<file path="src/ple_pkg.sv">
// Shared types and constants for the positional list engine.
package ple_pkg;

  localparam int POS_W   = 8;
  localparam int WORD_W  = 32;
  localparam int ECNT_W  = 5;

  typedef enum logic [1:0] {
    ACT_APPEND = 2'd0,
    ACT_INSERT = 2'd1,
    ACT_REMOVE = 2'd2,
    ACT_DUMP   = 2'd3
  } action_t;

  typedef enum logic [1:0] {
    ST_OK    = 2'd0,
    ST_EMPTY = 2'd1,
    ST_RANGE = 2'd2,
    ST_FULL  = 2'd3
  } status_t;

  typedef enum logic {
    S_IDLE = 1'b0,
    S_DUMP = 1'b1
  } state_t;

  // Controller to datapath
  typedef struct packed {
    logic take;        // request accepted this cycle
    logic step;        // emit one dump entry and rotate
  } ctl_cmd_t;

  // Datapath to controller
  typedef struct packed {
    logic out_free;    // output slot empty or being drained
    logic nonempty;    // count != 0
    logic dump_last;   // current dump entry is the final one
  } dp_stat_t;

endpackage

</file>
<file path="src/ple_if.sv">
// Request and response channel interfaces.
interface ple_req_if;
  import ple_pkg::*;
  logic                        valid;
  logic                        ready;
  action_t                     action;
  logic [POS_W-1:0]            position;
  logic signed [WORD_W-1:0]    value;
  modport source (output valid, action, position, value, input ready);
  modport sink   (input valid, action, position, value, output ready);
endinterface

interface ple_rsp_if;
  import ple_pkg::*;
  logic                        valid;
  logic                        ready;
  status_t                     status;
  logic signed [WORD_W-1:0]    entry;
  logic [ECNT_W-1:0]           entry_count;
  logic                        last;
  modport source (output valid, status, entry, entry_count, last, input ready);
  modport sink   (input valid, status, entry, entry_count, last, output ready);
endinterface

</file>
<file path="src/positional_list_engine.sv">
// Top level: positional list engine, controller plus datapath.
// Edits: the response is registered and appears in the cycle after the request is accepted.
// Edits sustain one request per cycle while responses drain; the entry array shifts in
// parallel. A non-empty dump emits count responses, one per cycle while responses drain,
// by rotating the array within count; no request is accepted until the final one issues.
// Reset (synchronous, active high) clears count, dump index, FSM and response valid;
// stored entries keep their contents and are read only below count.
module positional_list_engine #(
  parameter int DEPTH = 16
) (
  input  logic      clk,
  input  logic      rst,
  ple_req_if.sink   req,
  ple_rsp_if.source rsp
);
  import ple_pkg::*;

  ctl_cmd_t cmd;
  dp_stat_t stat;
  logic     in_ready;

  assign req.ready = in_ready;

  // Controller: decides when a request is taken and paces the dump.
  ple_ctrl u_ctrl (
    .clk        (clk),
    .rst        (rst),
    .req_valid  (req.valid),
    .req_action (req.action),
    .req_ready  (in_ready),
    .stat       (stat),
    .cmd        (cmd)
  );

  // Datapath: list storage, count and the response register.
  ple_dp #(
    .DEPTH (DEPTH)
  ) u_dp (
    .clk          (clk),
    .rst          (rst),
    .req_action   (req.action),
    .req_position (req.position),
    .req_value    (req.value),
    .cmd          (cmd),
    .stat         (stat),
    .rsp          (rsp)
  );

endmodule

</file>
<file path="src/ple_ctrl.sv">
// Controller: request acceptance and dump sequencing.
module ple_ctrl (
  input  logic               clk,
  input  logic               rst,
  input  logic               req_valid,
  input  ple_pkg::action_t   req_action,
  output logic               req_ready,
  input  ple_pkg::dp_stat_t  stat,
  output ple_pkg::ctl_cmd_t  cmd
);
  import ple_pkg::*;

  state_t state, state_next;

  always_ff @(posedge clk) begin
    if (rst) begin
      state <= S_IDLE;
    end else begin
      state <= state_next;
    end
  end

  always_comb begin
    state_next = state;
    case (state)
      S_IDLE: begin
        if (cmd.take && req_action == ACT_DUMP && stat.nonempty) state_next = S_DUMP;
      end
      S_DUMP: begin
        if (cmd.step && stat.dump_last) state_next = S_IDLE;
      end
      default: state_next = S_IDLE;
    endcase
  end

  always_comb begin
    req_ready = 1'b0;
    cmd       = '0;
    case (state)
      S_IDLE: begin
        req_ready = stat.out_free;
        cmd.take  = stat.out_free && req_valid;
      end
      S_DUMP: begin
        cmd.step = stat.out_free;
      end
      default: ;
    endcase
  end

endmodule

</file>
<file path="src/ple_dp.sv">
// Datapath: entry array, count, dump index and response register.
module ple_dp #(
  parameter int DEPTH = 16
) (
  input  logic                          clk,
  input  logic                          rst,
  input  ple_pkg::action_t              req_action,
  input  logic [ple_pkg::POS_W-1:0]     req_position,
  input  logic signed [ple_pkg::WORD_W-1:0] req_value,
  input  ple_pkg::ctl_cmd_t             cmd,
  output ple_pkg::dp_stat_t             stat,
  ple_rsp_if.source                     rsp
);
  import ple_pkg::*;

  localparam int CW   = $clog2(DEPTH + 1);
  localparam int IW   = $clog2(DEPTH);
  localparam int CMPW = CW + POS_W;
  localparam int EXW  = CW + ECNT_W;

  logic signed [WORD_W-1:0] e   [DEPTH];
  logic signed [WORD_W-1:0] prv [DEPTH];
  logic signed [WORD_W-1:0] nxt [DEPTH];
  logic [CW-1:0]            count, count_next;
  logic [IW-1:0]            k;

  logic          full, is_add, is_rem, pos_past, add_ok, rem_ok;
  logic [CW-1:0] tgt;
  logic [EXW-1:0] cnt_ext;

  // neighbor taps, fixed per element
  for (genvar g = 0; g < DEPTH; g++) begin : g_tap
    if (g == 0) begin : g_first
      assign prv[g] = '0;
    end else begin : g_rest
      assign prv[g] = e[g-1];
    end
    if (g == DEPTH - 1) begin : g_end
      assign nxt[g] = '0;
    end else begin : g_mid
      assign nxt[g] = e[g+1];
    end
  end

  assign full     = (count == CW'(DEPTH));
  assign is_add   = (req_action == ACT_APPEND) || (req_action == ACT_INSERT);
  assign is_rem   = (req_action == ACT_REMOVE);
  assign pos_past = (CMPW'(req_position) >= CMPW'(count));
  assign add_ok   = cmd.take && is_add && !full;
  assign rem_ok   = cmd.take && is_rem && stat.nonempty && !pos_past;
  assign tgt      = (req_action == ACT_APPEND || pos_past) ? count : CW'(req_position);

  always_comb begin
    count_next = count;
    if (add_ok)      count_next = count + CW'(1);
    else if (rem_ok) count_next = count - CW'(1);
  end

  assign cnt_ext = EXW'(count_next);

  assign stat.out_free  = !rsp.valid || rsp.ready;
  assign stat.nonempty  = (count != '0);
  assign stat.dump_last = (CW'(k) + CW'(1) == count);

  // entry array: parallel shift on edits, rotate within count on dump
  always_ff @(posedge clk) begin
    for (int i = 0; i < DEPTH; i++) begin
      if (add_ok) begin
        if (CW'(i) == tgt) e[i] <= req_value;
        else if (CW'(i) > tgt && CW'(i) <= count) e[i] <= prv[i];
      end else if (rem_ok) begin
        if (CMPW'(i) >= CMPW'(req_position) && CW'(i + 1) < count) e[i] <= nxt[i];
      end else if (cmd.step) begin
        if (CW'(i + 1) < count) e[i] <= nxt[i];
        else if (CW'(i + 1) == count) e[i] <= e[0];
      end
    end
  end

  always_ff @(posedge clk) begin
    if (rst) begin
      count     <= '0;
      k         <= '0;
      rsp.valid <= 1'b0;
    end else begin
      count <= count_next;
      if (cmd.take) k <= '0;
      else if (cmd.step) k <= k + IW'(1);

      if (cmd.take) begin
        rsp.valid <= !(req_action == ACT_DUMP && stat.nonempty);
      end else if (cmd.step) begin
        rsp.valid <= 1'b1;
      end else if (rsp.ready) begin
        rsp.valid <= 1'b0;
      end
    end
  end

  // response payload
  always_ff @(posedge clk) begin
    if (cmd.take) begin
      rsp.entry       <= '0;
      rsp.last        <= 1'b1;
      rsp.entry_count <= cnt_ext[ECNT_W-1:0];
      case (req_action)
        ACT_APPEND, ACT_INSERT: rsp.status <= full ? ST_FULL : ST_OK;
        ACT_REMOVE: rsp.status <= !stat.nonempty ? ST_EMPTY : (pos_past ? ST_RANGE : ST_OK);
        ACT_DUMP:   rsp.status <= ST_EMPTY;
        default:    rsp.status <= ST_OK;
      endcase
    end else if (cmd.step) begin
      rsp.entry       <= e[0];
      rsp.last        <= stat.dump_last;
      rsp.entry_count <= cnt_ext[ECNT_W-1:0];
      rsp.status      <= ST_OK;
    end
  end

  a_count_bound: assert property (@(posedge clk) disable iff (rst)
    count <= CW'(DEPTH))
    else $error("count exceeds depth");

  a_take_slot: assert property (@(posedge clk) disable iff (rst)
    (cmd.take || cmd.step) |-> (!rsp.valid || rsp.ready))
    else $error("response overwritten while held");

  a_excl: assert property (@(posedge clk) disable iff (rst)
    !(cmd.take && cmd.step))
    else $error("edit and dump step together");

  a_dump_stable: assert property (@(posedge clk) disable iff (rst)
    cmd.step |=> $stable(count))
    else $error("count changed during dump");

endmodule

</file>
<file path="src/flat_wrapper.sv">
// flat-port wrapper written by rule: the top's interface ports become plain ports
module positional_list_engine_flat import ple_pkg::*;
#(
  parameter int DEPTH = 16
)
  (clk, rst, req_valid, req_action, req_position, req_value, req_ready, rsp_valid, rsp_status, rsp_entry, rsp_entry_count, rsp_last, rsp_ready);
  ple_req_if req_i ();
  ple_rsp_if rsp_i ();
  input  logic clk;
  input  logic rst;
  input wire logic [$bits(req_i.valid)-1:0] req_valid;
  input wire logic [$bits(req_i.action)-1:0] req_action;
  input wire logic [$bits(req_i.position)-1:0] req_position;
  input wire logic [$bits(req_i.value)-1:0] req_value;
  output wire logic [$bits(req_i.ready)-1:0] req_ready;
  output wire logic [$bits(rsp_i.valid)-1:0] rsp_valid;
  output wire logic [$bits(rsp_i.status)-1:0] rsp_status;
  output wire logic [$bits(rsp_i.entry)-1:0] rsp_entry;
  output wire logic [$bits(rsp_i.entry_count)-1:0] rsp_entry_count;
  output wire logic [$bits(rsp_i.last)-1:0] rsp_last;
  input wire logic [$bits(rsp_i.ready)-1:0] rsp_ready;
  assign req_i.valid = req_valid;
  assign req_i.action = req_action;
  assign req_i.position = req_position;
  assign req_i.value = req_value;
  assign req_ready = req_i.ready;
  assign rsp_valid = rsp_i.valid;
  assign rsp_status = rsp_i.status;
  assign rsp_entry = rsp_i.entry;
  assign rsp_entry_count = rsp_i.entry_count;
  assign rsp_last = rsp_i.last;
  assign rsp_i.ready = rsp_ready;
  positional_list_engine #(.DEPTH(DEPTH)) u_core (.clk(clk), .rst(rst), .req(req_i), .rsp(rsp_i));
endmodule
</file>
<file path="config.mk">
export PLATFORM = sky130hd
export DESIGN_NAME = positional_list_engine_flat
export DESIGN_NICKNAME = d
export VERILOG_FILES = /design/src/ple_pkg.sv /design/src/ple_if.sv /design/src/positional_list_engine.sv /design/src/ple_ctrl.sv /design/src/ple_dp.sv /design/src/flat_wrapper.sv
export SDC_FILE = /design/constraint.sdc
export NUM_CORES = 2
export LEC_CHECK = 0
export ABC_CLOCK_PERIOD_IN_PS = 7400
export BUFFER_PORTS_ARGS = -buffer_cell sky130_fd_sc_hd__buf_2
export CAP_MARGIN = 20
export CORE_UTILIZATION = 60
export DETAILED_ROUTE_END_ITERATION = 7
export PLACE_DENSITY = 0.77
export SYNTH_ARGS = -nofsm -noshare
export SYNTH_HDL_FRONTEND = slang
export SYNTH_SLANG_ARGS = --single-unit
</file>
<file path="constraint.sdc">
create_clock -name clk -period 7.4 [get_ports clk]
set_clock_uncertainty 0.15 [all_clocks]
set_input_delay 1.48 -clock clk [delete_from_list [all_inputs] [get_ports clk]]
set_output_delay 1.48 -clock clk [all_outputs]
set_load 0.005 [all_outputs]
</file>
# --- Word level (Yosys, flattened, before mapping) ---
# Memory sizes are Yosys's and may differ from the RTL's.
# Cells that the tools add are included.
# W data, S select, Z words.
totals:
  elab_cells: 671
  regBits: 51
  n_memories: 1
  inputBits: 46
  output_inout_bits: 42
  mem_bits_rw: 512
mem_list:
  columns: ["name", "depth", "word_bits", "read_ports", "rd_ports_with_merged_regs", "write_ports", "line", "rtl"]
  rows:
  - ["u_core.u_dp.e", 16, 32, 16, 0, 16, "ple_dp.sv:21", "logic signed [WORD_W-1:0] e [DEPTH];"]
classes:
  muxes: 436
  magnitude_cmp: 65
  n_reduce_logical: 56
  n_addsub: 4
  n_eq_ne: 36
  bitwise: 65
op_table:
  columns: ["op", "count"]
  rows:
  - ["$mux W32", 64]
  - ["$mux W1", 360]
  - ["$eq A4 B5 Y1 const A", 16]
  - ["$ge A4 B8 Y1 const A", 8]
  - ["$or A1 B1 Y1", 64]
  - ["$logic_and A1 B1 Y1", 42]
  - ["$eq A3 B5 Y1 const A", 8]
  - ["$gt A4 B5 Y1 const A", 8]
  - ["$le A4 B5 Y1 const A", 8]
  - ["$lt A4 B5 Y1 const A", 8]
  - ["$ge A3 B8 Y1 const A", 4]
  - ["$mux W5", 5]
  - ["$eq A2 B5 Y1 const A", 4]
  - ["$gt A3 B5 Y1 const A", 4]
  - ["$le A3 B5 Y1 const A", 4]
  - ["$lt A3 B5 Y1 const A", 4]
  - ["$ge A1 B8 Y1 const A", 2]
  - ["$ge A2 B8 Y1 const A", 2]
  - ["$eq A1 B5 Y1 const A", 2]
  - ["$gt A1 B5 Y1 const A", 2]
  - ["$gt A2 B5 Y1 const A", 2]
  - ["$le A1 B5 Y1 const A", 2]
  - ["$le A2 B5 Y1 const A", 2]
  - ["$lt A2 B5 Y1 const A", 2]
  - ["24 further kinds", 35]

# --- Longest topological paths before layout ---
depth:
  depth_word: 13
  depth_mapped: 14
  depth_no_buf: 10

# --- Cells and area by module ---
# A second synthesis with hierarchy kept.
unflattened:
  cells_unflattened: 3106
  area_unflattened_um2: 32045.7
by_module_without_submodules:
  columns: ["module", "n_inst", "seq_area_each_um2", "cells_each", "area_per_inst_um2"]
  rows:
  - ["ple_dp", 1, 16445.8, 3098, 31969.4]
  - ["ple_ctrl", 1, 20.0, 8, 76.3]

# --- Worst setup path before layout ---
# Ideal clock, no wire load.
synth_timing:
  path_kind: "input to register"
  from: "input port req_position[0]"
  to: "memory u_core.u_dp.e[11][4] (netlist: u_core.u_dp.e[1][100]) (enable)"
  path_slack_ns: 1.068
  t_required_ns: 6.784
  path_buffers: 4
  cell_stages: 13
  setup_time_ns: 0.466
  arrival_ns: 5.716
  path_cell_list: "clkbuf_1 -> inv_1 -> ha_1 -> a31oi_1 -> nor2b_1 -> o21a_1 -> buf_2 -> nor2_4 -> buf_4 -> clkbuf_1 -> and3_1 -> a31oi_1 -> o21ai_0"
synth_lines:
  columns: ["element", "line", "rtl"]
  rows:
  - ["from (decl)", "flat_wrapper.sv:13", "input wire logic [$bits(req_i.position)-1:0] req_position;"]
  - ["to (decl)", "ple_dp.sv:21", null]

==> impl_metrics.csv <==
group,metric,value,unit
status,outcome,"finished with violations",
status,violations,"DRC",
setup_path,path_buf_inv,2,
routing,num_vias,26400,
timing,fin_ws,1.84,ns
clock_tree,cts_hold_repair.buffers,0,
clock_tree,cts_tree,"done",
routing,drc,1,
synthesis,synth_enable_flop_cells,519,
floorplan,io_pins,88,
synthesis,syn-num-nets,2816,
setup_path,slowest_delay,0.85,ns
worst_hold_path,holdPathStages,2,
clock_tree,cts.htree.levels,2,
timing,hold_viol,0,
synthesis,ys_types,73,
finish,area_growth,9.49,%
timing,worst_slew_pin_slew,1.18,ns
setup_path,rrSetupSlack,1.84,ns
power_and_ir_drop,pwr_density_cell,203,nW/um^2
clock_tree,clockBufferDepth,3,
grt,grt.overflow.total,0,
setup_path,worstReg2RegStart,"u_core.u_dp.count[2]",
timing,setup_viol,0,
setup_path,worst_r2r_path_depth,10,
finish,fill_cells,3756,
timing,period_minus_slack,5.56,ns
setup_path,path_depth,10,
job,drv_cap,0,
synthesis,synth_ff_type,"edfxtp_1",
timing,maxSlewViolCount,0,
synthesis,ys_top_cells_by_area,"edfxtp_1, mux2i_1, nand2_1",
floorplan,rows,82,
setup_path,cp_slowest_cell,"o2111ai_4",
grt,grt_pass1_vias,25800,
timing,fin_tns_setup,0,ns
synthesis,synth_area_leader_cell,"edfxtp_1",
power_and_ir_drop,vdd.ir_drop.worst,0.000206,V
floorplan,die-area,52100,um^2
routing,wl,111000,um
clock_tree,cts.clk_slew.worst_paths,0.06,ns
placement,finalWeightedCongestion,0.960,
worst_hold_path,min_to,"u_core.u_dp.rsp.entry[5]",
synthesis,seq_area_frac_synth,53.6,%
clock_tree,cts_buffers,59,
grt,antenna_found_initial,2,
routing,vias_per_cell,7.73,
floorplan,die_h,228,um
floorplan,initial_utilization,61.0,%
worst_hold_path,hold_start,"u_core.u_dp.rsp.entry[5]",
synthesis,syn_area_per_cell,11.1,um^2
floorplan,core,50400,um^2
floorplan,die_x,228,um
timing,max-slew-margin-rel,20.9,%
synthesis,async_flop_share,0,%
clock_tree,clock_latency,0.65,ns
timing,rsz0062_at_grt,"no",
synthesis,synth.top_cell.area_share,50.7,%
setup_path,startpoint_type,"flop",
setup_path,cp.required,7.58,ns
clock_tree,cts-root-buf,"clkbuf_16",
routing,drt_iter0_markers,4721,
finish,drive_gt1_share,14.2,%
power_and_ir_drop,p_leak,11.5,nW
grt,grt_util_all_layers,41.8,%
setup_path,worst_setup_path_end_kind,"flop",
placement,dp_slack,1.69,ns
setup_path,critPathArrivalTime,5.74,ns
synthesis,synth-seq-cells,563,
timing,max_clock_freq,180,MHz
synthesis,syn_inst,2759,
routing,dr.pass1.iters,8,
grt,grt_start_max_net_pins,57,
setup_path,critPathKind,"reg2reg",
clock_tree,cts.repair.resized,0,
routing,drtAntennaViolNets,0,
finish,fin_area,33600,um^2
finish,nets,2749,
synthesis,syn_area,30700,um^2
setup_path,cp_cell_sequence,"clkinv_1 > ha_1 > a31oi_1 > nor2b_1 > o21ai_1 > nand2_1 > a21oi_1 > nand3_1 > o2111ai_4 > buf_12",
setup_path,worstPathMaxFanout,17,
clock_tree,cts.sink_count,563,
placement,placed_cell_area,31800,um^2
setup_path,r2r-end,"u_core.u_dp.e[0][142]",
placement,io_buffers,87,
clock_tree,post_cts.repair.setup_buffers,0,
grt,grt_pass1_wl,164000,um
routing,wl_per_cell,32.6,um
timing,hold-worst-slack,0.303,ns
setup_path,cp_top_family,"compound AO/OA/AOI/OAI gates",
finish,fin_util,66.8,%
placement,dpl.hpwl,66000,um
synthesis,synth_warnings,0,
timing,final.period_utilization,75.2,%
worst_hold_path,min_path_type,"reg2reg",
worst max-delay path by stage:
stage / startpoint / end / slack (ns)
finish: u_core.u_dp.count[2] / u_core.u_dp.e[0][142] / 1.84
global route: u_core.u_dp.count[2] / u_core.u_dp.e[0][148] / 1.69
CTS: u_core.u_dp.count[2] / u_core.u_dp.e[0][144] / 1.99
detailed placement: req_position[1] / u_core.u_dp.e[0][142] / 1.69
global placement: req_position[0] / u_core.u_dp.e[0][149] / 1.81
floorplan: req_position[0] / u_core.u_dp.e[1][100] / 1.07
tightest hold or removal path, delay by kind of cell, from the launching register on:
family	cells	cell delay, ns
AND/OR/NAND/NOR	2	0.11
flip-flops	1	0.30
placed cells by master (no fill, tap or decap), types with 11 or more instances in the layout:
master,n
a22oi_1,132
dfxtp_1,44
inv_1,43
and2_1,33
o21ai_1,94
a21oi_1,124
clkbuf_16,59
nand3_1,49
nor2_1,46
buf_4,77
o21ai_4,11
nor2b_1,39
a221o_1,64
ha_1,11
edfxtp_1,519
nor3_1,26
nand2_1,268
mux2_2,33
clkbuf_1,21
a222oi_1,79
o22a_1,34
mux2i_1,261
a22o_1,64
clkinv_1,12
buf_2,87
o21ai_0,165
o221a_2,32
a211oi_1,59
or3_1,11
o22ai_1,85
where the power goes:
group          total [mW]  switching, mW  internal [mW]
logic               0.391          0.246          0.145
registers            3.59         0.0682           3.52
clock network        2.85           1.29           1.56
total                6.83           1.61           5.22
area by class of cell:
type / count / area (um^2) / area share, %
Tap cell: 672 / 841 / 2.50
Clock buffer: 82 / 1580 / 4.71
Multi-Input combinational cell: 1853 / 13200 / 39.3
Inverter: 45 / 169 / 0.502
Sequential cell: 563 / 16500 / 48.9
Clock inverter: 27 / 203 / 0.603
Timing Repair Buffer: 170 / 1160 / 3.44
Antenna cell: 1 / 2.50 / 0.00744
metrics by stage:
stage	total power, mW	instances
floorplan	3.88	2759
global placement	4.01	3299
detailed placement	4.03	3302
CTS	6.80	3411
global route	6.95	3413
finish	6.83	3413
synth_stat cells, types with 4 or more instances:
cell	instances
a211oi_1	59
a21o_1	4
a21oi_1	133
a221o_1	64
a222oi_1	79
a22o_1	64
a22oi_1	132
a31oi_1	8
and2_1	34
and3_1	7
buf_1	10
buf_2	35
buf_4	21
buf_6	4
clkbuf_1	228
dfxtp_1	44
edfxtp_1	519
ha_1	11
inv_1	43
mux2_2	33
mux2i_1	261
nand2_1	270
nand2b_1	6
nand3_1	54
nand4_1	5
nor2_1	51
nor2b_1	39
nor3_1	32
nor3_2	5
nor4_1	4
o211ai_1	4
o21ai_0	172
o21ai_1	98
o221a_2	32
o22a_1	34
o22ai_1	86
or2_2	5
or3_1	14
xnor2_1	8
registers in the layout (all words and copies together) (netlist names):
register and flops:
u_core.u_dp.rsp.valid 1, u_core.u_dp.k 4, u_core.u_dp.e 512, u_core.u_dp.rsp.entry 32
u_core.u_dp.rsp.entry_count 5, u_core.u_dp.rsp.last 1, u_core.u_dp.count 5, u_core.u_dp.rsp.status 2
u_core.u_ctrl.state 1
logic make-up after synthesis:
family | Yosys count | share of synthesized area (%)
XOR/XNOR | 11 | 0.314
buffers and inverters | 343 | 4.69
adder cells (fa/ha/maj) | 11 | 0.448
multiplexers | 295 | 9.75
flip-flops | 563 | 53.6
AND/OR/NAND/NOR | 545 | 8.53
AO/OA/AOI/OAI | 991 | 22.7
metal layers:
| layer | global-route usage [%] | part of all wire (%) | vias up |
|---|---|---|---|
| met2 | 65.5 | 45 | 2438 |
| met5 | 0 | 0 | - |
| li1 | - | - | 10700 |
| met1 | 52.3 | 35 | 12700 |
| met4 | 23.8 | 6.0 | 0 |
| met3 | 11.6 | 14 | 500 |
Note: power is estimated with default switching activity, not from simulation.
